--- src/design/scpd_pkg.sv ---
`timescale 1ns / 1ps
`default_nettype none

package scpd_pkg;

    // Image limits
    localparam int unsigned MAX_WIDTH  = 2048;
    localparam int unsigned MAX_HEIGHT = 2048;

    localparam int unsigned COL_W = $clog2(MAX_WIDTH);
    localparam int unsigned ROW_W = $clog2(MAX_HEIGHT);

    // Fixed field widths
    localparam int unsigned DIM_W     = 12;
    localparam int unsigned PIX_W     = 8;
    localparam int unsigned COORD_W   = 11;
    localparam int unsigned RESULT_W  = 2 * COORD_W;
    localparam int unsigned TDATA_IN_W  = 8;
    localparam int unsigned TDATA_OUT_W = 24;

    // Configuration registers
    localparam int unsigned CFG_IDX_W = 1;
    localparam logic [CFG_IDX_W-1:0] REG_IMAGE_WIDTH  = 1'b0;
    localparam logic [CFG_IDX_W-1:0] REG_IMAGE_HEIGHT = 1'b1;
    localparam logic [DIM_W-1:0] IMAGE_WIDTH_RST  = 12'd640;
    localparam logic [DIM_W-1:0] IMAGE_HEIGHT_RST = 12'd480;
    localparam logic [DIM_W-1:0] DIM_MIN          = 12'd3;

    // Line store entry: bit 0 upper row, bit 1 middle row
    localparam int unsigned LS_W = 2;

    // Output queue
    localparam int unsigned OQ_DEPTH = 4;
    localparam int unsigned OQ_AW    = $clog2(OQ_DEPTH);
    localparam int unsigned OQ_CW    = OQ_AW + 1;

    typedef struct packed {
        logic [COL_W-1:0] col;
        logic [ROW_W-1:0] row;
    } scpd_pos_t;

    function automatic logic is_crossing(input logic [8:0] code);
        return code inside {
            9'd58,  9'd85,  9'd114, 9'd115, 9'd117, 9'd122, 9'd154, 9'd156,
            9'd157, 9'd158, 9'd177, 9'd178, 9'd179, 9'd181, 9'd184, 9'd185,
            9'd186, 9'd188, 9'd189, 9'd213, 9'd241, 9'd242, 9'd243, 9'd245,
            9'd277, 9'd282, 9'd285, 9'd286, 9'd314, 9'd337, 9'd339, 9'd340,
            9'd341, 9'd342, 9'd346, 9'd348, 9'd350, 9'd369, 9'd370, 9'd371,
            9'd378, 9'd405, 9'd410, 9'd412, 9'd413, 9'd414
        };
    endfunction

endpackage

`default_nettype wire

--- src/design/scpd_outq.sv ---
`timescale 1ns / 1ps
`default_nettype none

// Small result queue between the window stage and the output channel.
module scpd_outq (
    input  wire logic                          clk,
    input  wire logic                          rst_n,
    input  wire logic                          push,
    input  wire logic [scpd_pkg::RESULT_W-1:0] push_data,
    input  wire logic                          pop_ready,
    output logic                               out_valid,
    output logic      [scpd_pkg::RESULT_W-1:0] out_data,
    output logic      [scpd_pkg::OQ_CW-1:0]    count
);

    logic [scpd_pkg::RESULT_W-1:0] slot_reg [scpd_pkg::OQ_DEPTH];
    logic [scpd_pkg::OQ_AW-1:0]    head_reg, head_next;
    logic [scpd_pkg::OQ_AW-1:0]    tail_reg, tail_next;
    logic [scpd_pkg::OQ_CW-1:0]    count_reg, count_next;
    logic                          pop;

    assign out_valid = (count_reg != '0);
    assign out_data  = slot_reg[head_reg];
    assign count     = count_reg;
    assign pop       = out_valid && pop_ready;

    always_comb
    begin
        head_next  = pop  ? head_reg + scpd_pkg::OQ_AW'(1) : head_reg;
        tail_next  = push ? tail_reg + scpd_pkg::OQ_AW'(1) : tail_reg;
        count_next = count_reg + scpd_pkg::OQ_CW'(push) - scpd_pkg::OQ_CW'(pop);
    end

    always_ff @(posedge clk)
    begin
        if (push)
        begin
            slot_reg[tail_reg] <= push_data;
        end
    end

    always_ff @(posedge clk or negedge rst_n)
    begin
        if (!rst_n)
        begin
            head_reg  <= '0;
            tail_reg  <= '0;
            count_reg <= '0;
        end
        else
        begin
            head_reg  <= head_next;
            tail_reg  <= tail_next;
            count_reg <= count_next;
        end
    end

endmodule

`default_nettype wire

--- config.mk ---
export PLATFORM = sky130hd
export DESIGN_NAME = scpd_outq
export DESIGN_NICKNAME = d
export VERILOG_FILES = /design/src/design/scpd_pkg.sv /design/src/design/scpd_outq.sv
export SDC_FILE = /design/constraint.sdc
export NUM_CORES = 1
export LEC_CHECK = 0
export BUFFER_PORTS_ARGS = -buffer_cell sky130_fd_sc_hd__buf_4
export CORE_MARGIN = 2
export CORE_UTILIZATION = 50
export CTS_BUF_LIST = sky130_fd_sc_hd__clkbuf_4
export DETAILED_ROUTE_END_ITERATION = 8
export PLACE_DENSITY = 0.73
export SYNTH_ARGS = -nofsm -noshare
export SYNTH_HDL_FRONTEND = slang
export SYNTH_SLANG_ARGS = --single-unit
--- constraint.sdc ---
create_clock -name clk -period 2.75 [get_ports clk]
set_input_delay 0.275 -clock clk [delete_from_list [all_inputs] [get_ports clk]]
set_output_delay 0.275 -clock clk [all_outputs]
set_load 0.02 [all_outputs]
==> out/results.txt <==
Status -> finished, final reports clean
Fin crit period -> 2.379 ns
Yosys Warn Count -> 0
Diodes inserted -> 0
Die W -> 88.95 um
Slew Viols, Final -> 0
IO Pins -> 52
Yosys reg bits -> 95
Global route total overflow -> 0
Starting Density -> 0.5225
Multi-input gate area -> 706.9 sq um
Die ar. -> 7912 sq um
Ratio of cells with drive above 1 in the final layout -> 0.4182
CTS Buf Count -> 9
Routed WL -> 5.954 mm
Max FFs per register -> 88
Leak Pwr -> 1.533 nW
Flop pwr share -> 0.471
FILL cells -> 508
Die height -> 88.95 um
Share of flip-flops with an asynchronous set or reset -> 0.07368
Routed vias/inst -> 5.278
Rows -> 30
DR WL/cell -> 18.84 um
Layout overhead on the synthesized area -> 19.00%
Final setup fails -> 0
CTS tree -> done
Setup total negative slack -> 0 ns
Slew headroom -> 0.5132
Clock insertion delay at the later pin of the skew report -> 0.44 ns
Starting DRT DRC Count -> 92
Sequential share of the synthesized area -> 0.7809
Cell Area, Synth -> 3608 sq um
Clock power share -> 0.185
EDFF count, synth -> 88
Buffer levels on the longest clock path -> 2
Vias -> 1668
Htree depth -> 3
Global-route wire length before repair -> 9.128 mm
Drt pass-1 iters -> 4
Initial antenna violation count -> 0
# port buffers -> 51
NetSw -> 0.001449 W
Root buffer cell -> clkbuf_4
Crit-path max FO -> 23
Data arrival, critical path -> 2.10 ns
CP Class -> reg -> out
Clk_skew -> 0.01455 ns
# DRC -> 0
CP endpoint kind -> output pin
Critical path launch point type -> flip-flop
Worst min path class -> in -> reg
Reg clk slew, reported paths -> 0.14 ns
Synthesized area per cell -> 24.22 sq um
Final nets -> 248
Total track usage -> 0.1650
Main synth FF type -> edfxtp_1
Crit path required time -> 2.48 ns
Slew @ Worst Pin -> 0.7302 ns
Vias in the first global route -> 1797
Clock sinks -> 95
Max_cap viols -> 0
Largest net degree at the start of global routing -> 24
Synth Instances -> 149
Combinational Power Share -> 0.344
Post-CTS Setup Inserts -> 0
Peak supply drop -> 617.2 uV
Storage cell area -> 2819 sq um
Post-route ant nets -> 0
Count of cell types in the netlist -> 18
Sw Share -> 0.3216
Fin. Hold Viols -> 0
Routability-driven placement congestion ratio -> 0.6624
Int Pwr -> 0.003056 W
Achievable Freq -> 420.3 MHz
Unrepaired setup endpoints after global routing -> false
PD cells -> 1049 nW/um^2
Hold slack -> 0.02972 ns
Core area -> 6907 sq um
Syn_nets -> 182
Final period utilization -> 0.8652
Dpl hpwl -> 3.941 mm
==> critical path: stages, from the launching register on <==
cell and delay [ns]:
dfrtp_2 0.86, mux4_1 0.64, buf_4 0.17
==> power by group through the flow <==
stage	combinational, W	sequential, W	clock, W
after floorplan	0.00113	0.00204	0
after global placement	0.00153	0.00214	0
after detailed placement	0.00157	0.00217	0
after CTS	0.00158	0.00214	0.000853
after global routing	0.00166	0.00217	0.000902
final	0.00155	0.00212	0.000833
==> through the flow <==
step	worst slack [ns]	total power, W	utilization	instances	area (sq um)
global route	0.1759	0.004735	0.6217	316	4294
CTS	0.2725	0.004569	0.6188	314	4274
global placement	0.7934	0.003660	0.5931	297	4096
floorplan	0.7161	0.003164	-	149	3608
detailed placement	0.6148	0.003743	0.5931	297	4096
finish	0.3707	0.004506	0.6217	316	4294
==> what timing repair did <==
item                      4_1_cts  5_1_grt
hold endpoints to repair        7        6
hold buffers                    1        2
resized for setup               0        0
==> metal layers <==
metal / part of all wire / GRT usage / wire (um)
met4: 0.019 / 0.08548 / 114
met2: 0.52 / 0.2741 / 3091
met5: 0 / 0 / 0
met1: 0.42 / 0.2089 / 2519
met3: 0.038 / 0.03232 / 228
==> cell type report <==
class / instances / area share
Timing Repair Buffer: 60 / 0.1066
Clock buffer: 10 / 0.01748
Clock inverter: 6 / 0.02156
Inverter: 6 / 0.005245
Tap cell: 96 / 0.02797
Sequential cell: 95 / 0.6565
Multi-Input combinational cell: 43 / 0.1646
==> layout by cell type (no fill, tap or decap), types with 3 or more instances in the layout <==
cell type | netlist | layout
xnor2_1 | 3 | 3
clkbuf_4 | 0 | 10
buf_4 | 0 | 57
dlygate4sd3_1 | 0 | 3
dfrtp_1 | 7 | 6
edfxtp_1 | 88 | 88
and2_1 | 4 | 4
inv_1 | 6 | 6
mux4_2 | 18 | 18
ha_1 | 6 | 6
mux4_1 | 4 | 4
==> cells in the mapped netlist (2+ instances only) <==
cell type / count / area [sq um]
buf_12: 2 / 40.04
xnor2_1: 3 / 26.28
xor2_1: 2 / 17.52
mux4_2: 18 / 405.4
mux4_1: 4 / 105.1
ha_1: 6 / 75.07
and2_1: 4 / 25.02
dfrtp_1: 7 / 175.2
buf_2: 2 / 10.01
edfxtp_1: 88 / 2643
inv_1: 6 / 22.52
==> worst paths after layout <==
kind / from / to / depth (start not counted) / slack [ns]
max: head_reg[0]$_DFFE_PN0P_ / out_data[0] / 2 / 0.37
min: push_data[19] / slot_reg[2][19]$_DFFE_PP_ / 1 / 0.03
max reg2reg: count[1]$_DFF_PN0_ / count[2]$_DFF_PN0_ / 7 / 0.63
min reg2reg: tail_reg[0]$_DFFE_PN0P_ / tail_reg[0]$_DFFE_PN0P_ / 1 / 0.55
max in group asynchronous: rst_n / head_reg[0]$_DFFE_PN0P_ / 2 / 2.43
min in group asynchronous: rst_n / head_reg[1]$_DFFE_PN0P_ / 2 / 0.18
==> kinds of logic (layout without fill, tap and decap cells) <==
group / Yosys count / after routing / share of synthesized area
and+or+nand+nor: 6 / 6 / 0.009708
adders and majority gates: 7 / 7 / 0.02635
DFF: 95 / 95 / 0.7809
xor gates and xnor gates: 5 / 5 / 0.01214
AOI/OAI and AO/OA: 3 / 3 / 0.006241
buffers and inverters: 11 / 82 / 0.02323
muxes: 22 / 22 / 0.1415
No activity file was read; power rests on OpenSTA's default activity.
