**src/design/scpd_pkg.sv**
```systemverilog
`timescale 1ns / 1ps
`default_nettype none

package scpd_pkg;

    // Image limits
    localparam int unsigned MAX_WIDTH  = 2048;
    localparam int unsigned MAX_HEIGHT = 2048;

    localparam int unsigned COL_W = $clog2(MAX_WIDTH);
    localparam int unsigned ROW_W = $clog2(MAX_HEIGHT);

    // Fixed field widths
    localparam int unsigned DIM_W     = 12;
    localparam int unsigned PIX_W     = 8;
    localparam int unsigned COORD_W   = 11;
    localparam int unsigned RESULT_W  = 2 * COORD_W;
    localparam int unsigned TDATA_IN_W  = 8;
    localparam int unsigned TDATA_OUT_W = 24;

    // Configuration registers
    localparam int unsigned CFG_IDX_W = 1;
    localparam logic [CFG_IDX_W-1:0] REG_IMAGE_WIDTH  = 1'b0;
    localparam logic [CFG_IDX_W-1:0] REG_IMAGE_HEIGHT = 1'b1;
    localparam logic [DIM_W-1:0] IMAGE_WIDTH_RST  = 12'd640;
    localparam logic [DIM_W-1:0] IMAGE_HEIGHT_RST = 12'd480;
    localparam logic [DIM_W-1:0] DIM_MIN          = 12'd3;

    // Line store entry: bit 0 upper row, bit 1 middle row
    localparam int unsigned LS_W = 2;

    // Output queue
    localparam int unsigned OQ_DEPTH = 4;
    localparam int unsigned OQ_AW    = $clog2(OQ_DEPTH);
    localparam int unsigned OQ_CW    = OQ_AW + 1;

    typedef struct packed {
        logic [COL_W-1:0] col;
        logic [ROW_W-1:0] row;
    } scpd_pos_t;

    function automatic logic is_crossing(input logic [8:0] code);
        return code inside {
            9'd58,  9'd85,  9'd114, 9'd115, 9'd117, 9'd122, 9'd154, 9'd156,
            9'd157, 9'd158, 9'd177, 9'd178, 9'd179, 9'd181, 9'd184, 9'd185,
            9'd186, 9'd188, 9'd189, 9'd213, 9'd241, 9'd242, 9'd243, 9'd245,
            9'd277, 9'd282, 9'd285, 9'd286, 9'd314, 9'd337, 9'd339, 9'd340,
            9'd341, 9'd342, 9'd346, 9'd348, 9'd350, 9'd369, 9'd370, 9'd371,
            9'd378, 9'd405, 9'd410, 9'd412, 9'd413, 9'd414
        };
    endfunction

endpackage

`default_nettype wire

```
**src/design/scpd_pos.sv**
```systemverilog
`timescale 1ns / 1ps
`default_nettype none

// Config registers and raster position counters.
module scpd_pos (
    input  wire logic                           clk,
    input  wire logic                           rst_n,
    input  wire logic                           cfg_we,
    input  wire logic [scpd_pkg::CFG_IDX_W-1:0] cfg_index,
    input  wire logic [scpd_pkg::DIM_W-1:0]     cfg_data,
    input  wire logic                           accept,
    input  wire logic                           frame_start,
    output scpd_pkg::scpd_pos_t                 pos
);

    logic [scpd_pkg::DIM_W-1:0] width_reg, width_next;
    logic [scpd_pkg::DIM_W-1:0] height_reg, height_next;
    logic [scpd_pkg::COL_W-1:0] col_reg, col_next;
    logic [scpd_pkg::ROW_W-1:0] row_reg, row_next;
    logic [31:0]                width_eff, height_eff;
    logic [31:0]                col_inc, row_inc;

    always_comb
    begin
        width_next  = width_reg;
        height_next = height_reg;
        if (cfg_we)
        begin
            case (cfg_index)
                scpd_pkg::REG_IMAGE_WIDTH:  width_next  = cfg_data;
                scpd_pkg::REG_IMAGE_HEIGHT: height_next = cfg_data;
                default: ;
            endcase
        end
    end

    // clamp to 3..MAX
    always_comb
    begin
        if (width_reg < scpd_pkg::DIM_MIN)
            width_eff = 32'(scpd_pkg::DIM_MIN);
        else if (32'(width_reg) > 32'(scpd_pkg::MAX_WIDTH))
            width_eff = 32'(scpd_pkg::MAX_WIDTH);
        else
            width_eff = 32'(width_reg);

        if (height_reg < scpd_pkg::DIM_MIN)
            height_eff = 32'(scpd_pkg::DIM_MIN);
        else if (32'(height_reg) > 32'(scpd_pkg::MAX_HEIGHT))
            height_eff = 32'(scpd_pkg::MAX_HEIGHT);
        else
            height_eff = 32'(height_reg);
    end

    always_comb
    begin
        pos.col = frame_start ? '0 : col_reg;
        pos.row = frame_start ? '0 : row_reg;
        col_inc = 32'(pos.col) + 32'd1;
        row_inc = 32'(pos.row) + 32'd1;
        col_next = col_reg;
        row_next = row_reg;
        if (accept)
        begin
            if (col_inc >= width_eff)
            begin
                col_next = '0;
                row_next = (row_inc >= height_eff) ? '0 : scpd_pkg::ROW_W'(row_inc);
            end
            else
            begin
                col_next = scpd_pkg::COL_W'(col_inc);
                row_next = pos.row;
            end
        end
    end

    always_ff @(posedge clk or negedge rst_n)
    begin
        if (!rst_n)
        begin
            width_reg  <= scpd_pkg::IMAGE_WIDTH_RST;
            height_reg <= scpd_pkg::IMAGE_HEIGHT_RST;
            col_reg    <= '0;
            row_reg    <= '0;
        end
        else
        begin
            width_reg  <= width_next;
            height_reg <= height_next;
            col_reg    <= col_next;
            row_reg    <= row_next;
        end
    end

endmodule

`default_nettype wire

```
**config.mk**
```make
export PLATFORM = sky130hd
export DESIGN_NAME = scpd_pos
export DESIGN_NICKNAME = d
export VERILOG_FILES = /design/src/design/scpd_pkg.sv /design/src/design/scpd_pos.sv
export SDC_FILE = /design/constraint.sdc
export NUM_CORES = 1
export LEC_CHECK = 0
export BUFFER_PORTS_ARGS = -buffer_cell sky130_fd_sc_hd__buf_2
export CAP_MARGIN = 15
export CORE_MARGIN = 2
export CORE_UTILIZATION = 30
export DETAILED_ROUTE_END_ITERATION = 8
export HOLD_SLACK_MARGIN = 0.1
export PLACE_DENSITY = 0.58
export SYNTH_ARGS = -nofsm -noshare
export SYNTH_HDL_FRONTEND = slang
export SYNTH_SLANG_ARGS = --single-unit
```
**constraint.sdc**
```tcl
create_clock -name clk -period 4.02 [get_ports clk]
set_input_delay 1.005 -clock clk [delete_from_list [all_inputs] [get_ports clk]]
set_output_delay 1.005 -clock clk [all_outputs]
set_load 0.01 [all_outputs]
```
==> impl_metrics.ini, run 1 <==
[global_route]
grt_max_degree = 47
grt_pass1_vias = 2611
antenna_found_initial = 0
grt_overflow = 0
grt_pass1_wl_um = 13200
track_usage_pct = 14.6

[sta]
fmax_ghz = 0.262
tightest_slew_ns = 0.610
timing.final.crit_share_pct = 94.9
hold_viol = 0
clock_skew_ns = 0.00662
worst_slew_margin_rel_pct = 59.3
drv_slew = 0
setup_viol_count_final = 0
setup_slack_ns = 0.206
layout_min_cycle_time_ns = 3.81
rsz0062_at_grt = false

[cts]
clockRootBuffer = clkbuf_8
cts_setup_buffers = 0
postCtsHoldBufs = 0
worstSkewPairLatency_ns = 0.30
cts_tree = done
h-tree-depth = 2
cts-resized-gates = 0
cts_buffers = 5
cts_buffer_depth = 2
clkSlewWorstSetupHoldPaths_ns = 0.10
cts.sinks = 46

[worst_setup_path]
max_stage_delay_ns = 0.37
rr_endpoint = row_reg[7]$_DFFE_PN0P_
cpMostUsedCell = and3_1
cp_cell_sequence = buf_2 > nor2b_1 > buf_4 > ha_4 > nand3_4 > nor4_4 > nand3_1 > xnor2_1 > ha_1 > and3_1 > o2111ai_1 > o31ai_1 > or2_4 > and3_1 > a22o_1
path_max_fanout = 13
cp.arrival_ns = 4.06
crit_buf_inv = 2
crit_required_ns = 4.26
critPathLaunch = frame_start
r2r.worst_path.cells = 14
crit_path_end_kind = flip-flop
cp_slowest_cell = o31ai_1
cp-start-kind = primary input
cp_top_family = simple AND/OR/NAND/NOR gates
r2r_start = col_reg[0]$_DFFE_PN0P_
crit_end = row_reg[7]$_DFFE_PN0P_
path_depth = 15
reg2reg_slack_ns = 0.63
crit_type = in -> reg

[pwr]
leakagePower_nw = 1.86
power.density_mw_per_mm2 = 314
ir_drop_uv = 154

[detailed_routing]
first_iter_violations = 88
detail-route-antenna-nets = 0
vias_per_cell = 5.08
drt-total-wl_um = 7910
top_layer_used = met4
wl_met2_um = 3420
drtPass1Iterations = 5
drt-met1-wl_um = 3980
routedWlPerCell_um = 15.0
route.detailed.drc = 0
wl_met3_um = 458
vias = 2684

[logic_synthesis]
syn_avg_cell_area_sq_um = 9.40
async_flop_share_pct = 100
yosys_warnings = 0
synth_area_sq_mm = 0.00308
yosysSeqAreaShare_pct = 37.6
synth_cells = 328
synthesis.nets = 372
synth_flop_cell = dfrtp_1
yosysTopAreaCell = dfrtp_1
yosysTopAreaCellShare_pct = 32.5
yosys_register_bits = 46
yosysUniqueCellTypes = 48
ys_top_cells_by_area = dfrtp_1 (32%), ha_1 (11%), mux2_2 (8.8%), dfstp_2 (5.1%), nand2_1 (3.8%)
synth_enable_flop_cells = 0

[cells_and_area]
n_antenna_cell = 0
drive_above_1_share_pct = 30.9
nets = 438
utilization_pct = 38.4
syn2layout_area_growth_pct = 22.9

[run_status]
status = finished clean

[job]
cap_viol_max_count = 0

[die]
ioPinCount = 40
die_w_um = 105
die_area_sq_mm = 0.0111
die_y_um = 105
std_cell_rows = 36
initial_core_util_pct = 31.2
coreArea_sq_mm = 0.00986

[placement]
dp_hpwl_um = 6200
portBuffers = 39
dp_slack_ns = -0.176
place.gp.congestion = 0.879

[worst_hold_path]
hp-class = reg -> reg
## cells in the final DEF, fill, tap and decap left out, types with 3 or more instances in the layout
cell / instances
xnor2_1: 9
clkbuf_8: 5
ha_1: 25
o31ai_1: 4
buf_4: 31
nand4_1: 3
a21oi_1: 11
dfstp_2: 6
nor2b_1: 13
o21ai_0: 16
buf_2: 39
a41oi_1: 3
inv_1: 19
nor2_1: 23
dfrtp_1: 40
nand3_1: 18
xor2_1: 5
nor3_1: 3
nand2b_1: 6
and3_1: 8
a21o_1: 4
nand2_1: 31
nor4_1: 3
mux2_2: 24
a22o_1: 5
## layout make-up
type,instances,area (sq um)
clock buffer,5,68.8
multi-input combinational,250,1830
inverter,19,71.3
tap,133,166
timing repair buffer,72,468
clock inverter,3,21.3
sequential,46,1160
fill,992,6080
## Yosys cell counts, drive strengths merged (9+ instances only)
library cell / n
dfrtp: 40
nand2: 31
ha: 26
nor2: 26
mux2: 24
inv: 19
nand3: 19
o21ai: 18
nor2b: 15
a21oi: 11
xnor2: 9
## worst min path at each step
stage / slack (ns) / start / depth (start not counted) / to
after floorplan: 0.47 / row_reg[10]$_DFFE_PN0P_ / 1 / row_reg[10]$_DFFE_PN0P_
after detailed placement: 0.49 / row_reg[9]$_DFFE_PN0P_ / 1 / row_reg[9]$_DFFE_PN0P_
final: 0.52 / row_reg[10]$_DFFE_PN0P_ / 1 / row_reg[10]$_DFFE_PN0P_
after global routing: 0.53 / row_reg[9]$_DFFE_PN0P_ / 1 / row_reg[9]$_DFFE_PN0P_
after global placement: 0.49 / row_reg[9]$_DFFE_PN0P_ / 1 / row_reg[9]$_DFFE_PN0P_
after CTS: 0.52 / row_reg[9]$_DFFE_PN0P_ / 1 / row_reg[9]$_DFFE_PN0P_
## stage by stage
step	cells	cell area, sq um	TNS (ns)	power (mW)	hold slack [ns]
after floorplan	328	3140	0	0.782	0.466
after global placement	519	3670	-1.23	0.891	0.488
after detailed placement	519	3670	-2.39	0.902	0.494
after CTS	527	3760	0	1.20	0.518
after global routing	528	3790	0	1.27	0.533
final	528	3790	0	1.19	0.518
## kinds of logic after synthesis
group	share of synthesized area, %
muxes	9.42
AOI/OAI and AO/OA	14.0
DFF	37.6
buffers and inverters	4.51
xor gates and xnor gates	3.98
adders and majority gates	10.6
and+or+nand+nor	19.9
## power breakdown
| group | total (mW) | switching (mW) | internal, mW |
|---|---|---|---|
| clock | 0.294 | 0.171 | 0.123 |
| combinational | 0.324 | 0.172 | 0.152 |
| sequential | 0.571 | 0.0491 | 0.522 |
## per-layer routing
metal,vias to the layer above,global-route usage (%)
li1,1310,-
met5,-,0
met2,74,21.6
met3,9,2.84
met4,0,3.05
met1,1291,22.0
Note: power is estimated with default switching activity, not from simulation.
==> run 2, diff against run 1 <==
==> constraint.sdc (replaced) <==
create_clock -name clk -period 4.4 [get_ports clk]
set_input_delay 1.1 -clock clk [delete_from_list [all_inputs] [get_ports clk]]
set_output_delay 1.1 -clock clk [all_outputs]
set_load 0.01 [all_outputs]
==> run 2 against run 1 <==
  * Sequential share of layout area up 1.8 points
  * Largest power group unchanged
  * Final area is 5.5% lower
  * Critical path depth is the same
  * First-iteration DRC count rose by 3.4%
  * Via count down 4.2%
  * Clock skew up 0.0071 ns
==> impl_metrics.ini, run 2 (synthesized netlist as in run 1, its figures left out) <==
[cts]
cts_buffers = 5
cts.sinks = 46
h-tree-depth = 2
cts_tree = done
cts_setup_buffers = 0
worstSkewPairLatency_ns = 0.30
cts-resized-gates = 0
cts_buffer_depth = 2
clockRootBuffer = clkbuf_8
clkSlewWorstSetupHoldPaths_ns = 0.10
postCtsHoldBufs = 0

[detailed_routing]
drt-total-wl_um = 7870
routedWlPerCell_um = 15.5
detail-route-antenna-nets = 0
route.detailed.drc = 0
first_iter_violations = 91
vias_per_cell = 5.05
vias = 2570
drtPass1Iterations = 4

[worst_setup_path]
crit_type = in -> reg
cp-start-kind = primary input
critPathLaunch = frame_start
path_max_fanout = 13
crit_path_end_kind = flip-flop
crit_required_ns = 4.65
cp.arrival_ns = 4.28
r2r_start = col_reg[0]$_DFFE_PN0P_

[die]
die_w_um = 105
std_cell_rows = 36
coreArea_sq_mm = 0.00986
die_area_sq_mm = 0.0111
die_y_um = 105
ioPinCount = 40
initial_core_util_pct = 31.2

[cells_and_area]
final_cells = 509
syn2layout_area_growth_pct = 16.2
mostFrequentLayoutCells = dfrtp_1 (40), buf_2 (39), nand2_1 (31)
n_antenna_cell = 0
fillers = 1034
utilization_pct = 36.3
final_common_cell = dfrtp_1
drive_above_1_share_pct = 26.6
nets = 419

[global_route]
track_usage_pct = 14.9
grt_pass1_wl_um = 13600
antenna_found_initial = 0
grt_pass1_vias = 2666
grt_overflow = 0
grt_max_degree = 47

[pwr]
leakagePower_nw = 1.75
clkPwrFrac_pct = 26.0
ir_drop_uv = 143
power_mw = 1.07
p_int_mw = 0.714
power.density_mw_per_mm2 = 300
switchingPower_mw = 0.359
p_seq_share_pct = 48.5
combPwrFrac_pct = 25.5
switching_share_pct = 33.5

[sta]
timing.final.crit_share_pct = 91.6
clock_skew_ns = 0.0137
drv_slew = 0
fmax_ghz = 0.248
setup_slack_ns = 0.369
worst_slew_margin_rel_pct = 29.5
tightest_slew_ns = 1.05
setup_viol_count_final = 0
hold_viol = 0
layout_min_cycle_time_ns = 4.03
tns_ns = 0
rsz0062_at_grt = false

[placement]
dp_slack_ns = 0.0129
portBuffers = 39
place.gp.congestion = 0.839
dp_hpwl_um = 6170
dp.cells = 501

[run_status]
status = finished clean

[job]
cap_viol_max_count = 0

[worst_hold_path]
hp-class = reg -> reg
hp-start = row_reg[10]$_DFFE_PN0P_
-- run 2: worst max-delay path: stages --
cell     delay (ns)
buf_2          0.18
buf_4          0.19
nor2_2         0.12
ha_1           0.18
nand3_1        0.14
nor4_2         0.23
nand3_1        0.14
xnor2_1        0.26
ha_1           0.29
a21o_1         0.18
a21oi_1        0.17
o31ai_1        0.13
or2_4          0.34
o21ai_1        0.41
a22o_1         0.21
-- run 2: area by class of cell --
class | count | area, sq um | share of cell area (%)
clock inverter | 3 | 25.0 | 0.699
multi-input combinational | 250 | 1790 | 50.0
clock buffer | 5 | 68.8 | 1.92
tap | 133 | 166 | 4.65
sequential | 46 | 1160 | 32.4
inverter | 19 | 71.3 | 1.99
timing repair buffer | 53 | 300 | 8.39
-- run 2: per-layer routing --
| metal | track usage [%] | share of wire [%] |
|---|---|---|
| met1 | 22.2 | 53 |
| met2 | 23.1 | 44 |
| met3 | 2.23 | 3.4 |
| met4 | 2.29 | 0.33 |
| met5 | 0 | 0 |
-- run 2: path summary, 6_finish.rpt --
path | end | slack [ns] | cells after the start
max | row_reg[1]$_DFFE_PN0P_ | 0.37 | 15
min | row_reg[10]$_DFFE_PN0P_ | 0.51 | 1
max reg2reg | row_reg[1]$_DFFE_PN0P_ | 0.97 | 13
min reg2reg | row_reg[10]$_DFFE_PN0P_ | 0.51 | 1
max in group asynchronous | height_reg[2]$_DFFE_PN0P_ | 3.09 | 2
min in group asynchronous | row_reg[8]$_DFFE_PN0P_ | 0.88 | 2
-- run 2: power by group through the flow --
stage / logic [mW] / clock network, mW / registers (mW)
after floorplan: 0.192 / 0 / 0.512
final: 0.274 / 0.279 / 0.520
after global routing: 0.310 / 0.304 / 0.529
after global placement: 0.265 / 0 / 0.526
after detailed placement: 0.274 / 0 / 0.528
after CTS: 0.275 / 0.287 / 0.520
-- run 2: metrics by stage --
step	hold slack [ns]	instance area (sq um)
4_1_cts	0.515	3580
3_3_place_gp	0.490	3480
2_1_floorplan	0.466	3080
3_5_place_dp	0.491	3480
5_1_grt	0.526	3580
6_report	0.511	3580
==> run 3, diff against run 2 <==
--- a/config.mk
+++ b/config.mk
@@ -5,6 +5,7 @@
 export SDC_FILE = /design/constraint.sdc
 export NUM_CORES = 1
 export LEC_CHECK = 0
+export ABC_AREA = 1
 export BUFFER_PORTS_ARGS = -buffer_cell sky130_fd_sc_hd__buf_2
 export CAP_MARGIN = 15
 export CORE_MARGIN = 2
@@ -12,6 +13,7 @@
 export DETAILED_ROUTE_END_ITERATION = 8
 export HOLD_SLACK_MARGIN = 0.1
 export PLACE_DENSITY = 0.58
+export SLEW_MARGIN = 15
 export SYNTH_ARGS = -nofsm -noshare
 export SYNTH_HDL_FRONTEND = slang
 export SYNTH_SLANG_ARGS = --single-unit
==> run 3 against run 2 <==
  * Synthesized cell count up 46%
  * Sequential share of layout area shrank 2.6 points
  * Sequential cell count is the same
  * First-iteration DRC count rose by 12%
  * Largest cell class unchanged
  * Largest power group unchanged
==> impl_metrics.ini, run 3 <==
[sta]
tns_ns = 0
fmax_ghz = 0.265
timing.final.crit_share_pct = 85.6
setup_viol_count_final = 0
worst_slew_margin_rel_pct = 58.1
layout_min_cycle_time_ns = 3.77
tightest_slew_ns = 0.627
rsz0062_at_grt = false
hold_viol = 0
drv_slew = 0
clock_skew_ns = 0.00631

[die]
die_w_um = 110
coreArea_sq_mm = 0.0109
die_y_um = 110
ioPinCount = 40
die_area_sq_mm = 0.0122
initial_core_util_pct = 31.1
std_cell_rows = 38

[cts]
cts_setup_buffers = 0
h-tree-depth = 2
cts.sinks = 46
clockRootBuffer = clkbuf_16
clkSlewWorstSetupHoldPaths_ns = 0.07
postCtsHoldBufs = 0
cts_tree = done
cts_buffers = 5
cts-resized-gates = 0
cts_buffer_depth = 2
worstSkewPairLatency_ns = 0.29

[global_route]
grt_max_degree = 47
antenna_found_initial = 0
grt_pass1_vias = 3024
grt_pass1_wl_um = 14200
track_usage_pct = 14.0
top_usage_layer = met2
grtUsageMet2_pct = 22.2
grtUsageMet1_pct = 19.8
grt_overflow = 0
grtUsageMet3_pct = 2.20

[detailed_routing]
drtPass1Iterations = 5
detail-route-antenna-nets = 0
vias = 3035
route.detailed.drc = 0
drt-total-wl_um = 8280
first_iter_violations = 102
routedWlPerCell_um = 12.6
vias_per_cell = 4.63

[worst_setup_path]
crit_required_ns = 4.63
cp_slowest_cell = nand2_1
path_max_fanout = 14
cp.arrival_ns = 4.00
max_stage_delay_ns = 0.37
cp-start-kind = primary input
cp_cell_sequence = buf_2 > nor2_1 > ha_1 > nand3_2 > nor3_4 > nand3_2 > xor2_1 > ha_1 > inv_1 > nor3_1 > nor3_1 > nand2_1 > o21ai_0 > inv_1 > nand2_1
crit_type = in -> reg
crit_path_end_kind = flip-flop

[logic_synthesis]
synth_flop_cell = dfrtp_1
synth_enable_flop_cells = 0
yosysTopAreaCell = dfrtp_1
yosysTopAreaCellShare_pct = 29.4
yosysSeqAreaShare_pct = 34.1
synthesis.nets = 524
synth_area_sq_mm = 0.00340
yosys_register_bits = 46
ys_top_cells_by_area = dfrtp_1 (29%), nand2_1 (15%), ha_1 (9.6%), inv_1 (8.1%), nor2_1 (6.4%)
yosysMostFrequentCell = nand2_1
syn_avg_cell_area_sq_um = 7.08
yosys_warnings = 0
async_flop_share_pct = 100
synth_cells = 480
yosysUniqueCellTypes = 34
synth_commonest_cells = nand2_1 (134), inv_1 (73), nor2_1 (58)

[pwr]
switchingPower_mw = 0.473
combPwrFrac_pct = 28.9
power.density_mw_per_mm2 = 352
leakagePower_nw = 2.08
p_int_mw = 0.897
clkPwrFrac_pct = 31.7
switching_share_pct = 34.5
ir_drop_uv = 136
power_mw = 1.37
p_seq_share_pct = 39.4

[cells_and_area]
drive_above_1_share_pct = 16.3
nets = 559
regArea_sq_mm = 0.00116
final_common_cell = nand2_1
syn2layout_area_growth_pct = 14.5
n_antenna_cell = 0
fillers = 1184
mostFrequentLayoutCells = nand2_1 (134), inv_1 (73), nor2_1 (58)
multiInputGateArea_sq_mm = 0.00188

[placement]
place.gp.congestion = 0.896
dp_hpwl_um = 6390
portBuffers = 39

[job]
cap_viol_max_count = 0

[run_status]
status = finished clean

[worst_hold_path]
hp-class = reg -> reg
## run 3: cell families (layout without fill, tap and decap cells)
kind of cell,after synthesis,count (layout),share of synthesized area [%]
compound gates,55,55,8.61
xor+xnor,9,9,2.54
fa+ha+maj,26,26,9.57
buf+inv,91,127,10.7
flops,46,46,34.1
simple gates,253,253,34.5
## run 3: power by group through the flow
| stage | Combinational (mW) | Sequential (mW) | Clock [mW] |
|---|---|---|---|
| 2_1_floorplan | 0.295 | 0.531 | 0 |
| 3_3_place_gp | 0.387 | 0.545 | 0 |
| 3_5_place_dp | 0.397 | 0.547 | 0 |
| 4_1_cts | 0.400 | 0.539 | 0.442 |
| 5_1_grt | 0.463 | 0.548 | 0.462 |
| 6_report | 0.396 | 0.540 | 0.434 |
## run 3: area by class of cell
cell class	count	area share [%]
clock inverter	2	0.964
multi-input combinational	343	48.2
timing repair buffer	43	5.85
clock buffer	6	3.31
sequential	46	29.8
inverter	76	7.39
tap	140	4.50
## run 3: critical path, delay by kind of cell
family	cells	cell delay [ns]
AO/OA/AOI/OAI	1	0.28
XOR/XNOR	1	0.17
AND/OR/NAND/NOR	8	1.53
buffers and inverters	3	0.36
adder cells (fa/ha/maj)	2	0.54
## run 3: final timing paths
check | to | from | cells past startpoint | slack, ns
max | row_reg[1]$_DFFE_PN0P_ | frame_start | 15 | 0.63
min | height_reg[8]$_DFFE_PN1P_ | height_reg[8]$_DFFE_PN1P_ | 2 | 0.52
max reg2reg | row_reg[1]$_DFFE_PN0P_ | col_reg[0]$_DFFE_PN0P_ | 15 | 1.34
min reg2reg | height_reg[8]$_DFFE_PN1P_ | height_reg[8]$_DFFE_PN1P_ | 2 | 0.52
max in group asynchronous | row_reg[9]$_DFFE_PN0P_ | rst_n | 1 | 3.17
min in group asynchronous | width_reg[4]$_DFFE_PN0P_ | rst_n | 1 | 0.82
## run 3: metrics by stage
stage               hold WS (ns)  util (%)  instance area (sq um)  setup WS [ns]  cells
finish                     0.516      35.6                   3890          0.633    656
global route               0.537      35.6                   3890          0.230    656
CTS                        0.514      35.6                   3890          0.622    656
detailed placement         0.503      34.1                   3720          0.350    648
global placement           0.493      34.1                   3720          0.471    648
floorplan                  0.471         -                   3400          0.676    480
## run 3: routing by layer
metal,up-vias,wire [um]
met2,62,3720
met5,-,0
met3,8,342
met1,1387,4130
met4,0,91
li1,1578,-
